[src/assert_macros.svh]
// ----------------------------------------------------------------------------
// Assertion macros
// Shared property wrappers for the notification event filter. Each macro
// samples on the rising edge of clk and is disabled while rst_n is low.
// ----------------------------------------------------------------------------
`ifndef ASSERT_MACROS_SVH
`define ASSERT_MACROS_SVH

`ifndef SYNTHESIS
// Consequent must hold in the same cycle as the antecedent.
`define NEF_ASSERT_SAME(lbl, ante, cons) \
  lbl: assert property (@(posedge clk) disable iff (!rst_n) (ante) |-> (cons)) \
    else $error("assertion failed");
// Consequent must hold in the cycle after the antecedent.
`define NEF_ASSERT_NEXT(lbl, ante, cons) \
  lbl: assert property (@(posedge clk) disable iff (!rst_n) (ante) |=> (cons)) \
    else $error("assertion failed");
`else
`define NEF_ASSERT_SAME(lbl, ante, cons)
`define NEF_ASSERT_NEXT(lbl, ante, cons)
`endif

`endif

[src/nef_pkg.sv]
// ----------------------------------------------------------------------------
// nef_pkg
// Types, constants and codes shared by the notification event filter.
// ----------------------------------------------------------------------------
`default_nettype none

package nef_pkg;

  // Size of the recent identifier ring and of the category space.
  localparam int HISTORY_DEPTH  = 8;
  localparam int CATEGORY_COUNT = 12;

  localparam int IDX_W = (HISTORY_DEPTH > 1) ? $clog2(HISTORY_DEPTH) : 1;
  localparam int CNT_W = $clog2(HISTORY_DEPTH + 1);

  // Field widths.
  localparam int KIND_W   = 2;
  localparam int CAT_W    = 4;
  localparam int UID_W    = 32;
  localparam int TIME_W   = 32;
  localparam int MASK_W   = 12;
  localparam int GAP_W    = 16;
  localparam int VERD_W   = 3;
  localparam int CFG_IDX_W  = 2;
  localparam int CFG_DATA_W = 16;

  // Port widths.
  localparam int IN_DATA_W  = 72;
  localparam int IN_USER_W  = 5;
  localparam int OUT_DATA_W = 8;

  // Register indexes.
  localparam logic [CFG_IDX_W-1:0] REG_CATEGORY_MASK = 2'd0;
  localparam logic [CFG_IDX_W-1:0] REG_ONLY_CALLS    = 2'd1;
  localparam logic [CFG_IDX_W-1:0] REG_CALLS_ALWAYS  = 2'd2;
  localparam logic [CFG_IDX_W-1:0] REG_MIN_GAP       = 2'd3;

  // Register reset values.
  localparam logic [MASK_W-1:0] MASK_RESET = 12'd62;
  localparam logic [GAP_W-1:0]  GAP_RESET  = 16'd10000;

  // Event codes.
  localparam logic [KIND_W-1:0] KIND_REMOVED      = 2'd2;
  localparam logic [CAT_W-1:0]  CAT_INCOMING_CALL = 4'd1;

  // Verdict codes.
  typedef enum logic [VERD_W-1:0] {
    V_SHOW        = 3'd0,
    V_REMOVED     = 3'd1,
    V_PREEXISTING = 3'd2,
    V_ONLY_CALLS  = 3'd3,
    V_SILENT      = 3'd4,
    V_CATEGORY    = 3'd5,
    V_REPEAT      = 3'd6,
    V_TOO_SOON    = 3'd7
  } verdict_t;

  // Write request into the history ring.
  typedef struct packed {
    logic             en;
    logic [UID_W-1:0] uid;
  } hist_wr_t;

  // Flags from the shared compare unit.
  typedef struct packed {
    logic eq;
    logic lt_gap;
  } unit_res_t;

endpackage

`default_nettype wire

[src/nef_unit.sv]
// ----------------------------------------------------------------------------
// nef_unit
// Shared 32-bit subtractor: equality for the history scan and the wrapping
// time gap compare against the minimum gap.
// ----------------------------------------------------------------------------
`default_nettype none

module nef_unit
  import nef_pkg::*;
(
  input  wire logic [UID_W-1:0] op_a,
  input  wire logic [UID_W-1:0] op_b,
  input  wire logic [GAP_W-1:0] min_gap,
  output unit_res_t             res
);

  logic [UID_W-1:0] diff;

  // One subtraction serves both questions; the difference wraps modulo 2^32.
  assign diff       = op_a - op_b;
  assign res.eq     = (diff == '0);
  assign res.lt_gap = (diff < UID_W'(min_gap));

endmodule

`default_nettype wire

[src/nef_hist.sv]
// ----------------------------------------------------------------------------
// nef_hist
// Ring of recently shown identifiers with its write pointer and fill count.
// ----------------------------------------------------------------------------
`default_nettype none

module nef_hist
  import nef_pkg::*;
(
  input  wire logic             clk,
  input  wire logic             rst_n,
  input  wire hist_wr_t         wr,
  input  wire logic [IDX_W-1:0] rd_idx,
  output logic      [UID_W-1:0] rd_data,
  output logic      [CNT_W-1:0] count
);

  logic [UID_W-1:0] ids_r [HISTORY_DEPTH];
  logic [IDX_W-1:0] head_r, head_nxt;
  logic [CNT_W-1:0] count_r, count_nxt;

  // Pointer wraps at the ring depth; the count saturates once the ring is full.
  always_comb begin
    head_nxt  = head_r;
    count_nxt = count_r;
    if (wr.en) begin
      if (head_r == IDX_W'(HISTORY_DEPTH - 1)) begin
        head_nxt = '0;
      end else begin
        head_nxt = head_r + IDX_W'(1);
      end
      if (count_r != CNT_W'(HISTORY_DEPTH)) begin
        count_nxt = count_r + CNT_W'(1);
      end
    end
  end

  always_ff @(posedge clk) begin
    if (!rst_n) begin
      head_r  <= '0;
      count_r <= '0;
    end else begin
      head_r  <= head_nxt;
      count_r <= count_nxt;
    end
  end

  // Entries are only read below the fill count, so they carry no reset.
  always_ff @(posedge clk) begin
    if (wr.en) begin
      ids_r[head_r] <= wr.uid;
    end
  end

  assign rd_data = ids_r[rd_idx];
  assign count   = count_r;

endmodule

`default_nettype wire

[src/notification_event_filter.sv]
// ----------------------------------------------------------------------------
// notification_event_filter
// Takes one notification event per input beat and returns one verdict beat:
// show, or the reason for the drop. Rules are applied in a fixed order:
// removed, preexisting, always-shown incoming call, only-calls mode, silent,
// disabled category, repeat of a recently shown identifier, and too soon
// after the last shown event for non-important events. The block works on
// one event at a time: after accepting it, it applies the flag rules, then
// scans the valid history entries (up to eight) for a repeat, stopping at
// a match, then checks the gap, and then hands the verdict to the output
// register, waiting while the previous verdict still holds it. A deciding
// flag rule skips the scan and the gap check; an empty history skips the
// scan. The scan pace is set by the single shared 32-bit subtractor, which
// compares one history entry per cycle. The output register lets a new
// event enter while a verdict still waits downstream. Configuration writes
// are taken at any time but are meant for idle periods.
// ----------------------------------------------------------------------------
`default_nettype none
`include "assert_macros.svh"

module notification_event_filter
  import nef_pkg::*;
(
  input  wire logic                  clk,
  input  wire logic                  rst_n,
  // Input event channel
  input  wire logic                  in_tvalid,
  output logic                       in_tready,
  // in_tdata: category [3:0], uid [35:4], now_ms [67:36], zero [71:68]
  input  wire logic [IN_DATA_W-1:0]  in_tdata,
  // in_tuser: event_kind [1:0], preexisting [2], silent_flag [3], important_flag [4]
  input  wire logic [IN_USER_W-1:0]  in_tuser,
  // Verdict channel
  output logic                       out_tvalid,
  input  wire logic                  out_tready,
  // out_tdata: verdict [2:0], zero [7:3]
  output logic      [OUT_DATA_W-1:0] out_tdata,
  // Configuration write port
  input  wire logic                  cfg_we,
  input  wire logic [CFG_IDX_W-1:0]  cfg_index,
  input  wire logic [CFG_DATA_W-1:0] cfg_wdata
);

  typedef enum logic [4:0] {
    S_IDLE = 5'b00001,
    S_EVAL = 5'b00010,
    S_SCAN = 5'b00100,
    S_GAP  = 5'b01000,
    S_DONE = 5'b10000
  } state_t;

  state_t state_r, state_nxt;

  // Configuration registers
  logic [MASK_W-1:0] mask_r;
  logic              only_calls_r;
  logic              calls_always_r;
  logic [GAP_W-1:0]  min_gap_r;

  // Captured event
  logic [KIND_W-1:0] kind_r;
  logic              pre_r, silent_r, imp_r;
  logic [CAT_W-1:0]  cat_r;
  logic [UID_W-1:0]  uid_r;
  logic [TIME_W-1:0] now_r;

  // Sequencer and timing state
  logic [IDX_W-1:0]  idx_r, idx_nxt;
  verdict_t          verd_r, verd_nxt;
  logic [TIME_W-1:0] last_ms_r;
  logic              shown_r;
  logic              out_valid_r, out_valid_nxt;
  verdict_t          out_verd_r;

  hist_wr_t          hist_wr;
  logic [UID_W-1:0]  hist_data;
  logic [CNT_W-1:0]  hist_count;
  logic [UID_W-1:0]  op_a, op_b;
  unit_res_t         ures;
  logic [MASK_W-1:0] mask_sh;
  logic              cat_en;
  logic              in_acc, out_load;

  assign in_acc    = in_tvalid && in_tready;
  assign in_tready = (state_r == S_IDLE);
  assign out_load  = (state_r == S_DONE) && (!out_valid_r || out_tready);

  // Configuration writes
  always_ff @(posedge clk) begin
    if (!rst_n) begin
      mask_r         <= MASK_RESET;
      only_calls_r   <= 1'b0;
      calls_always_r <= 1'b1;
      min_gap_r      <= GAP_RESET;
    end else if (cfg_we) begin
      unique case (cfg_index)
        REG_CATEGORY_MASK: mask_r         <= cfg_wdata[MASK_W-1:0];
        REG_ONLY_CALLS:    only_calls_r   <= cfg_wdata[0];
        REG_CALLS_ALWAYS:  calls_always_r <= cfg_wdata[0];
        REG_MIN_GAP:       min_gap_r      <= cfg_wdata[GAP_W-1:0];
        default:           mask_r         <= mask_r;
      endcase
    end
  end

  // Capture the event fields on the accepting beat.
  always_ff @(posedge clk) begin
    if (in_acc) begin
      kind_r   <= in_tuser[1:0];
      pre_r    <= in_tuser[2];
      silent_r <= in_tuser[3];
      imp_r    <= in_tuser[4];
      cat_r    <= in_tdata[3:0];
      uid_r    <= in_tdata[35:4];
      now_r    <= in_tdata[67:36];
    end
  end

  // Categories at or above the category count are always disabled.
  assign mask_sh = mask_r >> cat_r;
  assign cat_en  = (32'(cat_r) < CATEGORY_COUNT) && mask_sh[0];

  // The shared unit compares against a history entry while scanning and
  // measures the time gap otherwise.
  assign op_a = (state_r == S_SCAN) ? uid_r : now_r;
  assign op_b = (state_r == S_SCAN) ? hist_data : last_ms_r;

  nef_unit u_unit (
    .op_a    (op_a),
    .op_b    (op_b),
    .min_gap (min_gap_r),
    .res     (ures)
  );

  nef_hist u_hist (
    .clk     (clk),
    .rst_n   (rst_n),
    .wr      (hist_wr),
    .rd_idx  (idx_r),
    .rd_data (hist_data),
    .count   (hist_count)
  );

  // Sequencer: flag rules, history scan, gap check, hand-off.
  always_comb begin
    state_nxt   = state_r;
    idx_nxt     = idx_r;
    verd_nxt    = verd_r;
    hist_wr.en  = 1'b0;
    hist_wr.uid = uid_r;
    unique case (state_r)
      S_IDLE: begin
        if (in_acc) begin
          state_nxt = S_EVAL;
        end
      end
      S_EVAL: begin
        idx_nxt   = '0;
        state_nxt = S_DONE;
        priority if (kind_r == KIND_REMOVED) begin
          verd_nxt = V_REMOVED;
        end else if (pre_r) begin
          verd_nxt = V_PREEXISTING;
        end else if (cat_r == CAT_INCOMING_CALL && calls_always_r) begin
          verd_nxt   = V_SHOW;
          hist_wr.en = 1'b1;
        end else if (only_calls_r) begin
          verd_nxt = V_ONLY_CALLS;
        end else if (silent_r) begin
          verd_nxt = V_SILENT;
        end else if (!cat_en) begin
          verd_nxt = V_CATEGORY;
        end else if (hist_count == '0) begin
          state_nxt = S_GAP;
        end else begin
          state_nxt = S_SCAN;
        end
      end
      S_SCAN: begin
        priority if (ures.eq) begin
          verd_nxt  = V_REPEAT;
          state_nxt = S_DONE;
        end else if (CNT_W'(idx_r) + CNT_W'(1) == hist_count) begin
          state_nxt = S_GAP;
        end else begin
          idx_nxt = idx_r + IDX_W'(1);
        end
      end
      S_GAP: begin
        state_nxt = S_DONE;
        if (!imp_r && shown_r && ures.lt_gap) begin
          verd_nxt = V_TOO_SOON;
        end else begin
          verd_nxt   = V_SHOW;
          hist_wr.en = 1'b1;
        end
      end
      S_DONE: begin
        if (out_load) begin
          state_nxt = S_IDLE;
        end
      end
      default: state_nxt = S_IDLE;
    endcase
  end

  always_ff @(posedge clk) begin
    if (!rst_n) begin
      state_r <= S_IDLE;
      idx_r   <= '0;
      verd_r  <= V_SHOW;
    end else begin
      state_r <= state_nxt;
      idx_r   <= idx_nxt;
      verd_r  <= verd_nxt;
    end
  end

  // A shown event stamps the time of the last show.
  always_ff @(posedge clk) begin
    if (!rst_n) begin
      last_ms_r <= '0;
      shown_r   <= 1'b0;
    end else if (hist_wr.en) begin
      last_ms_r <= now_r;
      shown_r   <= 1'b1;
    end
  end

  // Output register
  always_comb begin
    out_valid_nxt = out_valid_r;
    if (out_load) begin
      out_valid_nxt = 1'b1;
    end else if (out_tready) begin
      out_valid_nxt = 1'b0;
    end
  end

  always_ff @(posedge clk) begin
    if (!rst_n) begin
      out_valid_r <= 1'b0;
    end else begin
      out_valid_r <= out_valid_nxt;
    end
  end

  always_ff @(posedge clk) begin
    if (out_load) begin
      out_verd_r <= verd_r;
    end
  end

  assign out_tvalid = out_valid_r;
  assign out_tdata  = OUT_DATA_W'(out_verd_r);

  // The block is busy for the cycle after it takes an event.
  `NEF_ASSERT_NEXT(a_busy_after_accept, in_acc, !in_tready)
  // The scan never reads an entry at or beyond the fill count.
  `NEF_ASSERT_SAME(a_scan_in_range, state_r == S_SCAN, CNT_W'(idx_r) < hist_count)
  // A ring write always leaves a non-empty ring and a stamped show.
  `NEF_ASSERT_NEXT(a_write_fills, hist_wr.en, (hist_count != '0) && shown_r)

endmodule

`default_nettype wire
[config.mk]
export PLATFORM = sky130hd
export DESIGN_NAME = notification_event_filter
export DESIGN_NICKNAME = d
export VERILOG_FILES = /design/src/nef_pkg.sv /design/src/nef_unit.sv /design/src/nef_hist.sv /design/src/notification_event_filter.sv
export VERILOG_INCLUDE_DIRS = /design/src /design/src/src
export SDC_FILE = /design/constraint.sdc
export NUM_CORES = 1
export LEC_CHECK = 0
export ABC_CLOCK_PERIOD_IN_PS = 10830
export BUFFER_PORTS_ARGS = -buffer_cell sky130_fd_sc_hd__buf_2
export CAP_MARGIN = 10
export CORE_MARGIN = 2
export CORE_UTILIZATION = 25
export CTS_BUF_LIST = sky130_fd_sc_hd__clkbuf_8
export CTS_CLUSTER_SIZE = 24
export DETAILED_ROUTE_END_ITERATION = 6
export SYNTH_ARGS = -nofsm -noshare
export SYNTH_HDL_FRONTEND = slang
export SYNTH_SLANG_ARGS = --single-unit
[constraint.sdc]
create_clock -name clk -period 10.83 [get_ports clk]
set_input_delay 3.249 -clock clk [delete_from_list [all_inputs] [get_ports clk]]
set_output_delay 3.249 -clock clk [all_outputs]
set_load 0.02 [all_outputs]
# Word-level counts from Yosys, hierarchy flattened
# Memories as Yosys holds them, arrays and structs flattened. A register that Yosys moved wholly into a read port is not among the register bits.
# Cells that the tools add are included.
[totals]
register_bits = 158
ram_bits = 256
mem_count = 1
[classes]
n_addsub = 5
order_cmp = 2
eq_ne = 20
shift = 1
mux = 38
n_reduce_logical = 23
[memory_table]
columns = ["name", "words", "width", "rd", "rd_ports_with_merged_regs", "wr", "line", "source"]
rows = [
  ["u_hist.ids_r", 8, 32, 1, 1, 1, "nef_hist.sv:18", "logic [UID_W-1:0] ids_r [HISTORY_DEPTH];"],
]
[op_table]
columns = ["operator", "count"]
rows = [
  ["two-way mux 32 bit", 2],
  ["two-way mux 5 bit", 10],
  ["two-way mux 3 bit", 13],
  ["zero test 32 bit", 1],
  ["less-than comparator 32 x 16 -> 1 bit", 1],
  ["subtractor 32 bit", 1],
  ["case mux 5 bit (5 select lines)", 1],
  ["right shift 12 x 4 -> 1 bit", 1],
  ["AND reduction 2 bit", 5],
  ["case mux 3 bit (3 select lines)", 1],
  ["AND reduction 3 bit", 3],
  ["two-way mux 1 bit", 8],
  ["!= test 7 bit (second input constant)", 1],
  ["adder 3 x 1 -> 3 bit (second input constant)", 2],
  ["== test 2 bit (second input constant)", 3],
  ["logical AND 1 bit", 6],
  ["!= test 2 bit (second input constant)", 3],
  ["case mux 3 bit (2 select lines)", 1],
  ["== test 5 x 1 -> 1 bit (second input constant)", 1],
  ["== test 5 x 2 -> 1 bit (second input constant)", 1],
  ["== test 5 x 3 -> 1 bit (second input constant)", 1],
  ["== test 5 x 4 -> 1 bit (second input constant)", 1],
  ["== test 5 bit (second input constant)", 1],
  ["adder 3 x 1 -> 4 bit (second input constant)", 1],
  ["other kinds (17)", 20],
]

# Depth between registers and ports, before layout
[depth]
depth_word = 9
ltp_mapped = 27

# Modules after synthesis
# From an unflattened synthesis, not the netlist that was laid out.
[unflattened]
cells_unflattened = 1344
area_unflattened_um2 = 18945.7
[by_module_without_submodules]
columns = ["module", "n_inst", "cells_each", "area_each_um2"]
rows = [
  ["nef_hist", 1, 420, 10166.0],
  ["notification_event_filter", 1, 534, 6183.4],
  ["nef_unit", 1, 390, 2596.2],
]

# Worst setup path after synthesis
# OpenSTA, ideal clock, no wires.
[synth_path]
path_type = "register -> register"
start = "reg with a tool-made name"
end = "mem u_hist.ids_r[4][0] (enable)"
setup_time_ns = 0.513
arrival_time_ns = 8.212
t_required_ns = 10.317
path_slack_ns = 2.105
stages_incl_launch_ff = 23
path_buffers = 3
synth_period_minus_slack_ns = 8.725
cell_sequence = "dfxtp_1 -> clkbuf_1 -> buf_1 -> mux4_2 -> mux2i_1 -> o21ai_0 -> ha_1 -> fa_1 -> nand2b_1 -> a21o_1 -> a31o_2 -> nor3_1 -> nor2_1 -> xnor2_1 -> ha_1 -> nand4_1 -> or3_1 -> o21ai_0 -> nor2_1 -> nand4_4 -> nand2_4 -> buf_6 -> nor4b_1"
[synth_rtl]
columns = ["item", "line"]
rows = [
  ["end, declared", "nef_hist.sv:18"],
]

==> summary.md <==
| Metric | Value |
|---|---|
| Combinational share of power | `0.069` |
| P&R area growth vs syn | `15.9%` |
| Die X | `277 um` |
| Post-synthesis instance area | `between 0.015 and 0.02 mm2` |
| CTS clk-pin slew, worst paths | `70 ps` |
| Final ANT Viol Nets | `0` |
| Post-CTS sizing | `0` |
| Setup-failing EPs final | `0` |
| Grt met2 use | `0.190` |
| Fin. Hold Viols | `0` |
| Crit path kind | `flop to flop` |
| NumNets Final | `~1600` |
| Synthesized area per cell | `around 14 um2` |
| CP Launch Type | `flop` |
| Residual DRC count | `0` |
| Largest net degree at the start of global routing | `53` |
| Worst Setup End Kind | `flop` |
| Clk network pwr share | `0.402` |
| Hold_buf cts | `0` |
| Max Freq | `137 MHz` |
| Routed WL | `about 45 mm` |
| Flops & latches, synth | `between 400 and 500` |
| Power density over cell area | `159 mW/mm2` |
| Post-CTS setup buffer count | `0` |
| Main flop type after synthesis | `edfxtp_1` |
| Arrival @ worst endpoint | `7590 ps` |
| Final setup skew | `40.0 ps` |
| Number of flops mapped to enable cells by yosys | `~330` |
| RSZ-0062 raised after global routing | `false` |
| Critical Path RT | `between 10000 and 15000 ps` |
| Initial Util | `0.254` |
| Synth async-reset ratio | `0` |
| Switching part of the total | `0.246` |
| H-tree depth | `3` |
| Fraction of layout cells with a size suffix above 1 | `0.233` |
| Maxcap violations | `0` |
| Number of CTS-inserted buffers | `70` |
| Worst slew pin tran | `roughly 950 ps` |
| Setup TNS | `0 ps` |
| Lkg Pwr | `about 0.0074 uW` |
| Synth Instances | `~1300` |
| Yosys cell types | `82` |
| Crit path cell chain | `buf_4 -> mux4_2 -> mux2i_1 -> o21ai_0 -> ha_1 -> fa_1 -> nand2b_1 -> a21o_1 -> a31o_2 -> nor3_1 -> nor2_1 -> xnor2_1 -> ha_1 -> nand4_1 -> or3_1 -> o21ai_0 -> nor2_1 -> nand4_4 -> nand2_4 -> nor4b_2 -> buf_4` |
| Worst hold path type | `flop to flop` |
| Run status | `finished, final reports clean` |
| CTS tree | `built` |
| DR iter-0 viols | `between 800 and 900` |
| Initial antenna violation count | `3` |
| CP max-delay cell | `dfxtp_2` |
| Slew Limit Fails | `0` |
| Met3 usage in global routing | `0.0276` |
| TritonCTS Sinks | `417` |
| Worst skew pair latency | `690 ps` |
| Initial DRT Pass Iterations | `5` |
| Worst relative slew slack | `0.366` |
| Routed len/inst | `18.5 um` |
| RD Place Congestion | `~0.9` |
| Cell row count | `99` |
| Die extent in y | `around 280 um` |
| Worst Hold Slack | `approximately 440 ps` |
| Die outline area | `0.0765 mm2` |
| Root Buffer | `clkbuf_8` |
| Seq/Total Area, Yosys | `0.628` |
| Cell internal pwr | `~2600 uW` |
| Synthesis Warnings | `0` |
| Final Critical Period | `roughly 7300 ps` |
| Sw power | `~840 uW` |
| Delay-heaviest family, CP | `simple AND/OR/NAND/NOR gates` |
| VDD IR max | `between 0.00006 and 0.00007 V` |
| Vias in the first global route | `about 12000` |
| Crit share post-route | `0.674` |
| Detail-routed via count per cell | `about 4.7` |
| GRT Util Overall | `0.119` |
| DP HPWL | `28.9 mm` |
| Sequential Power Share | `0.529` |
| M1 GR Usage | `0.160` |
| Buf/Inv on CP | `2` |
| Gr busiest metal | `met2` |
| Core Footprint | `0.0732 mm2` |
| First-pass GRT wire length | `about 69 mm` |
| Crit Path Max Fanout | `43` |
| I/O pins | `110` |
| # port buffers | `100` |
| Worst path max stage delay | `940 ps` |
| Clk buf depth | `3` |
| Vias | `11400` |
| GRT Residual Overflow | `0` |
## power groups by stage
stage / combinational [uW] / sequential [uW] / clock, uW
finish: 235 / 1810 / 1370
global route: 259 / 1810 / 1490
CTS: 234 / 1810 / 1420
detailed placement: 233 / 1840 / 0
global placement: 229 / 1840 / 0
floorplan: 157 / 1820 / 0
## cells in the mapped netlist (all sizes together), types with 16 or more instances
| master | instances | area share |
|---|---|---|
| nand3 | 23 | 0.0062 |
| ha | 51 | 0.034 |
| edfxtp | 332 | 0.54 |
| mux2 | 33 | 0.020 |
| o211ai | 16 | 0.0065 |
| mux4 | 67 | 0.081 |
| nand2 | 94 | 0.019 |
| a21oi | 113 | 0.031 |
| buf | 32 | 0.010 |
| nand4 | 16 | 0.0062 |
| clkbuf | 38 | 0.0079 |
| mux2i | 69 | 0.037 |
| inv | 35 | 0.0071 |
| o21ai | 34 | 0.0096 |
| nor2 | 103 | 0.021 |
| dfxtp | 85 | 0.092 |
## worst paths after layout
kind,startpoint,end,slack [ps],depth (start not counted)
min,verd_r[2]$_SDFFE_PN0P_,out_verd_r[2]$_DFFE_PP_,440,0
min reg2reg,verd_r[2]$_SDFFE_PN0P_,out_verd_r[2]$_DFFE_PP_,440,0
max reg2reg,flop,u_hist.ids_r[2][3]$_DFFE_PP_,3530,21
max,flop,u_hist.ids_r[2][3]$_DFFE_PP_,3530,21
## through the flow
step | worst slack [ps] | cell area, um2 | util | total power [uW] | cells
2_1_floorplan | 2110 | 18600 | - | 1980 | 1319
3_3_place_gp | 3630 | 20100 | 0.275 | 2070 | 2327
3_5_place_dp | 3500 | 20100 | 0.275 | 2070 | 2327
4_1_cts | 3410 | 21500 | 0.294 | 3460 | 2454
5_1_grt | 2940 | 21500 | 0.294 | 3560 | 2455
6_report | 3530 | 21500 | 0.294 | 3410 | 2455
## sequential cells by signal, summed over array words and instances, names as in the netlist, 4 cells and up, named ones only
name / cells
min_gap_r: 16
state_r: 5
now_r: 32
uid_r: 32
mask_r: 12
u_hist.count: 4
u_hist.ids_r: 256
last_ms_r: 32
cat_r: 4
## placed cells by master, fill, tap and decap left out, types with 14 or more instances in the layout
cell,netlist,routed
xnor2_1,14,14
o211ai_1,16,16
nor2_1,102,101
edfxtp_1,332,332
mux2_2,31,31
mux2i_1,69,69
a21oi_1,111,111
buf_4,5,19
clkbuf_8,0,74
ha_1,51,51
nand2_1,93,93
mux4_2,67,67
nand3_1,23,23
o21ai_0,25,25
inv_1,35,63
nand4_1,15,15
buf_2,9,100
dfxtp_1,85,82
## layout make-up
type / count / area [um2]
timing repair buffer: 119 / 643
clock buffer: 74 / 1020
inverter: 35 / 131
multi-input combinational: 797 / 6500
clock inverter: 53 / 349
fill: 7365 / 51700
sequential: 417 / 11700
antenna: 1 / 2.50
tap: 959 / 1200
## metal layers
layer	vias to the layer above	part of all wire
li1	5293	-
met1	5715	0.46
met2	357	0.46
met3	64	0.064
met4	0	0.017
met5	-	0
## worst reg2reg max path, cell delays in order, from the launching register on
cell	delay, ps
dfxtp_2	940
buf_4	630
mux4_2	410
mux2i_1	130
o21ai_0	100
ha_1	300
fa_1	420
nand2b_1	180
a21o_1	240
a31o_2	320
nor3_1	150
nor2_1	80
xnor2_1	190
ha_1	310
nand4_1	130
or3_1	380
o21ai_0	260
nor2_1	130
nand4_4	180
nand2_4	460
nor4b_2	390
buf_4	580
## cells by family after synthesis
family | synth area share
XOR/XNOR | 0.00990
AND/OR/NAND/NOR | 0.0847
AO/OA/AOI/OAI | 0.0777
multiplexers | 0.139
adder cells (fa/ha/maj) | 0.0354
buffers and inverters | 0.0251
flip-flops | 0.628
other | 0.000202
No activity file was read; power rests on OpenSTA's default activity.
